==> src/sv/scd_pkg.sv <==
// shared types, constants and the code distance function of the disparity search
`default_nettype none
package scd_pkg;

    localparam int unsigned CODE_W  = 16;
    localparam int unsigned MIN_W   = 9;
    localparam int unsigned MAX_W   = 10;
    localparam int unsigned DISP_W  = 10;
    localparam int unsigned HI_W    = 12;
    localparam int unsigned BD_W    = 11;
    localparam int unsigned BEST_W  = 9;
    localparam int unsigned PADDR_W = 4;
    localparam int unsigned PDATA_W = 32;

    localparam logic [BEST_W-1:0] BEST_START  = 9'd256;
    localparam logic [MIN_W-1:0]  MIN_RESET   = 9'd100;
    localparam logic [MAX_W-1:0]  MAX_RESET   = 10'd500;
    localparam logic              HAM_RESET   = 1'b1;
    localparam logic [BD_W-1:0]   DISP_SAT    = 11'd512;

    localparam logic [1:0] REG_MIN_DISP = 2'd0;
    localparam logic [1:0] REG_MAX_DISP = 2'd1;
    localparam logic [1:0] REG_HAM_MODE = 2'd2;

    typedef struct packed {
        logic [CODE_W-1:0] lcode;
        logic [MIN_W-1:0]  min_disp;
        logic [HI_W-1:0]   hi;
        logic              ham;
    } t_srch;

    typedef struct packed {
        logic [BEST_W-1:0] score;
        logic [BD_W-1:0]   disp;
    } t_best;

    function automatic logic [CODE_W-1:0] code_dist(
        input logic [CODE_W-1:0] a,
        input logic [CODE_W-1:0] b,
        input logic [CODE_W-1:0] mask,
        input logic              ham
    );
        logic [CODE_W-1:0] x;
        logic [CODE_W-1:0] n;
        x = (a ^ b) & mask;
        n = '0;
        if (ham) begin
            for (int i = 0; i < CODE_W; i++) begin
                n = n + CODE_W'(x[i]);
            end
        end else begin
            n = (a > b) ? (a - b) : (b - a);
        end
        return n;
    endfunction

endpackage
`default_nettype wire

==> src/sv/scd_cell.sv <==
// one window cell: holds a right code and passes the running best match down the row
`default_nettype none
module scd_cell #(
    parameter int unsigned D         = 1,
    parameter int unsigned CODE_BITS = 6
) (
    input  wire logic                       i_clk,
    input  wire logic                       i_shift,
    input  wire logic [scd_pkg::CODE_W-1:0] i_code,
    output logic      [scd_pkg::CODE_W-1:0] o_code,
    input  wire scd_pkg::t_srch             i_srch,
    input  wire scd_pkg::t_best             i_best,
    output scd_pkg::t_best                  o_best
);

    localparam logic [scd_pkg::CODE_W-1:0] MASK =
        scd_pkg::CODE_W'((32'd1 << CODE_BITS) - 32'd1);
    localparam logic [scd_pkg::HI_W-1:0] D_HI = scd_pkg::HI_W'(D);

    logic [scd_pkg::CODE_W-1:0] r_code;
    logic [scd_pkg::CODE_W-1:0] w_dist;
    logic                       w_hit;
    scd_pkg::t_best             r_best;
    scd_pkg::t_best             n_best;

    always_comb begin
        w_dist = scd_pkg::code_dist(r_code, i_srch.lcode, MASK, i_srch.ham);
        w_hit  = (i_srch.lcode != '0) && (r_code != '0)
              && (D_HI > scd_pkg::HI_W'(i_srch.min_disp)) && (D_HI <= i_srch.hi);
        if (w_hit && (w_dist < scd_pkg::CODE_W'(i_best.score))) begin
            n_best.score = w_dist[scd_pkg::BEST_W-1:0];
            n_best.disp  = scd_pkg::BD_W'(D);
        end else begin
            n_best = i_best;
        end
    end

    always_ff @(posedge i_clk) begin
        if (i_shift) begin
            r_code <= i_code;
        end
        r_best <= n_best;
    end

    assign o_code = r_code;
    assign o_best = r_best;

endmodule
`default_nettype wire

==> config.mk <==
export PLATFORM = sky130hd
export DESIGN_NAME = scd_cell
export DESIGN_NICKNAME = d
export VERILOG_FILES = /design/src/sv/scd_pkg.sv /design/src/sv/scd_cell.sv
export SDC_FILE = /design/constraint.sdc
export NUM_CORES = 1
export LEC_CHECK = 0
export BUFFER_PORTS_ARGS = -buffer_cell sky130_fd_sc_hd__buf_2
export CAP_MARGIN = 20
export CORE_ASPECT_RATIO = 0.8
export CORE_MARGIN = 4
export CORE_UTILIZATION = 35
export DETAILED_ROUTE_END_ITERATION = 10
export HOLD_SLACK_MARGIN = 0.08
export PLACE_DENSITY = 0.68
export SETUP_SLACK_MARGIN = 0.4
export SKIP_LAST_GASP = 1
export SLEW_MARGIN = 20
export SYNTH_ARGS = -nofsm -noshare
export SYNTH_HDL_FRONTEND = slang
export SYNTH_SLANG_ARGS = --single-unit
==> constraint.sdc <==
create_clock -name i_clk -period 5.35 [get_ports i_clk]
set_input_delay 0.8025 -clock i_clk [delete_from_list [all_inputs] [get_ports i_clk]]
set_output_delay 0.8025 -clock i_clk [all_outputs]
set_load 0.03 [all_outputs]
==> reports/results.txt <==
Together, buffers and inverters on the worst path number 5. In the routed design, unresolved DRC markers number 0. The areal power density over the cells came out at 257 nW/um2. The tools report the number of antenna violations at the first check in global routing as 0. The area growth from synthesis to layout is 31.8%, and the final number of hold-violating endpoints is 0.

After synthesis, the mean cell area works out to 8.57 um2. The fraction of final layout cells sized beyond drive strength 1 was 0.338; the die boundary height was 97.9 um. The clock passes through at most 2 buffers. The final clock skew came out at 0.00505 ns. The count of nets left with antenna violations once routing finished came out at 0. The count of unique library cells instantiated by Yosys was 69. The maximum level of the CTS H-tree was 2; the number of synthesized flops with an enable pin was 16. During placement, the flow inserted port buffers numbering 111.

Total half-perimeter wirelength after legalization and detailed placement: 9330 um. The number of antenna diodes in the final layout is 0. Counting every net in the synthesized netlist gives 534. The most common cell after layout, fill and taps aside was sky130_fd_sc_hd__buf_2. Maximum number of pins on one net before global-route repair: 20. The floorplan row count came out at 32. The top cell types in the final layout, fill and taps aside, are sky130_fd_sc_hd__buf_2 (109), sky130_fd_sc_hd__inv_1 (50), sky130_fd_sc_hd__ha_1 (36). The fmax came out at 204 MHz. The async set-reset flop share out of synthesis was 0; the max-slew violation total from the final report was 0. Classification of the worst setup path: in2reg.

The startpoint identified for the worst register-to-register timing path is o_code[3]. The via count of the first global-routing pass came out at 3500. The critical path runs through a total of 22 cells.

The setup slack of the most critical reg-to-reg path is 0.51 ns. Global routing finished with a remaining overflow of 0. For the post-layout instance count excluding filler cells, the log shows 681. The Yosys step of the flow raised 0 warnings.

For the worst-skew pair, the clock arrives at the later sink with an insertion delay of 0.28 ns. The tools report the cell at the root of the clock tree as sky130_fd_sc_hd__clkbuf_16. The floorplan step set the die width to 120 um. Sequential share of power: 0.268. Across the run, the number of max-cap violations was 0. The worst endpoint required time was 5.53 ns. The final period utilization came out at 0.918.

Of all nets on the critical path, the largest fanout is 5. Setup repair after global routing could not meet its margin everywhere. After floorplanning, the core was sized to cover 9770 um2. The die covers 11800 um2. The flow ran to the end, and the final reports show no timing, DRC or antenna violations.

Setup-violating endpoint count in the final report: 0. The tools report the layout net count as 665. In this run the critical register-to-register path is captured at o_best[6]. Synthesis handed over a netlist of 413 instances. The tightest slew margin relative to the limit came out at 0.611. The signal on the critical path passes through buf_6 > ha_4 > inv_4 > fa_1 > inv_1 > fa_1 > inv_1 > ha_2 > fa_2 > nand2_2 > o21ai_2 > ha_1 > nand2_1 > a31oi_1 > a211o_1 > a21oi_2 > o21ai_1 > a21oi_2 > o311ai_4 > o32ai_4 > buf_2 > and2b_1.

The final route contains 3646 vias. For the finished layout, the period the worst path requires is 4.91 ns. In the final routed layout, each cell accounts on average for 16.4 um. The fraction of power consumed by combinational cells was 0.453; the delay of the slowest critical-path stage was 0.53 ns. The DRC violation total after the first TritonRoute iteration was 305; the final core utilization was 0.477. The flip-flop and latch count after synthesis was 36. The design draws 1200 uW. Among cell families on the critical path, the largest total delay comes from adder cells. The length in cells of the worst reg-to-reg path is 22.

The total CTS buffers was 5; the cell internal power dissipation was 758 uW. Hold timing on the final database bottoms out at a slack of 0.696 ns. The accumulated negative setup slack was 0 ns; the routed wire length was 11200 um.

The synthesized netlist occupies a cell area of 3540 um2. The path with the worst hold slack has its endpoint at o_code[10]. The clock-pin slew of the registers on the worst-case setup and hold paths was 0.06 ns; the weighted congestion at the end of routability-driven global placement was 0.913. The mean number of vias per cell was 5.35; the initial core utilization was 0.362. Before antenna repair, the detailed router went through 5 iterations. Power spent charging and discharging nets: 441 uW. The worst hold path begins at i_code[10].

The logs give 0.279 for the clock share of power and 112 for the number of placed I/O pins. The worst setup path is launched from an input pin. The slew at the pin closest to its max-slew limit works out to 0.577 ns. The aggregate global-route resource usage is 0.184, and the wire length of the first global-routing pass is 17700 um. The worst-case IR drop observed on VDD is 0.153 mV.

Summed over all cells, the static leakage comes to 0.00227 uW. Data arrives at the worst endpoint at 5.09 ns. For this design, the sink count on the clock tree is 36. The run gives 0.249 as the fraction of the yosys area taken by sequential cells. Among all stages on the critical path, the largest delay is contributed by sky130_fd_sc_hd__fa_1. In the synthesized netlist the dominant register cell turns out to be sky130_fd_sc_hd__dfxtp_1. The min-delay analysis places its worst path in the category in2reg. Once placement completed, the tool counted placed cells totaling 662. The switching power as a share of total power came out at 0.368.

STA classifies the critical path endpoint as a flip-flop. TritonCTS built the clock tree. The worst hold path stage count came out at 1.
[sequential cells by signal (all words and copies together) (netlist names)]
| signal | cells |
|---|---|
| o_best | 20 |
| o_code | 16 |
[per-stage QoR]
stage | instance area (um2) | worst slack, ns
after floorplan | 3590 | 0.458
after global placement | 4350 | 0.242
after detailed placement | 4350 | 0.0943
after CTS | 4530 | 0.412
after global routing | 4660 | 0.265
final | 4660 | 0.437
[cell type report]
cell class | instances | area (um2)
fillers | 960 | 5100
inverters | 54 | 208
well taps | 136 | 170
multi-input cells | 306 | 2420
repair buffers | 141 | 805
flip-flops and latches | 36 | 881
clock buffers | 8 | 178
[Yosys cell counts, drive strengths merged, types with 8 or more instances]
cell type | instances | area share
buf | 12 | 0.025
ha | 40 | 0.14
a21oi | 35 | 0.052
nor2 | 22 | 0.023
dfxtp | 20 | 0.11
nand2 | 20 | 0.021
nand4 | 8 | 0.014
o21ai | 15 | 0.021
inv | 54 | 0.057
edfxtp | 16 | 0.14
nand3 | 9 | 0.013
a21o | 16 | 0.034
nor4 | 14 | 0.025
a31oi | 8 | 0.014
[worst max-delay path by stage]
stage | startpoint | end | slack [ns]
2_1_floorplan | i_srch[22] | o_best[12] | 0.46
3_3_place_gp | i_srch[23] | o_best[2] | 0.24
3_5_place_dp | i_srch[23] | o_best[5] | 0.09
4_1_cts | i_srch[23] | o_best[5] | 0.41
5_1_grt | i_srch[23] | o_best[6] | 0.27
6_report | i_srch[22] | o_best[6] | 0.44
[cell families (layout without fill, tap and decap cells)]
group,Yosys count,in the layout,share of synthesized area
compound gates,128,128,0.268
xor+xnor,9,9,0.0223
fa+ha+maj,45,45,0.170
buf+inv,71,203,0.0880
flops,36,36,0.249
mux,7,7,0.0216
simple gates,117,117,0.181
[repair_timing]
item	in CTS	in global routing
pin swaps	1	6
endpoints found under the hold margin	0	0
gates resized for setup	0	18
setup buffers	0	10
hold buffers	0	0
gates cloned	0	1
setup endpoints to repair	7	20
[power by group through the flow]
stage	clock network (uW)	registers, uW	logic (uW)
global route	355	323	598
finish	335	321	543
floorplan	0	360	327
CTS	339	321	512
detailed placement	0	327	509
global placement	0	326	505
[per-layer routing]
metal | global-route usage | vias up | share of wire
met2 | 0.307 | 121 | 0.48
met3 | 0.0208 | 13 | 0.057
met1 | 0.259 | 1745 | 0.45
li1 | - | 1767 | -
met4 | 0.0366 | 0 | 0.010
met5 | 0 | - | 0
Power figures use the tool's default switching activity.
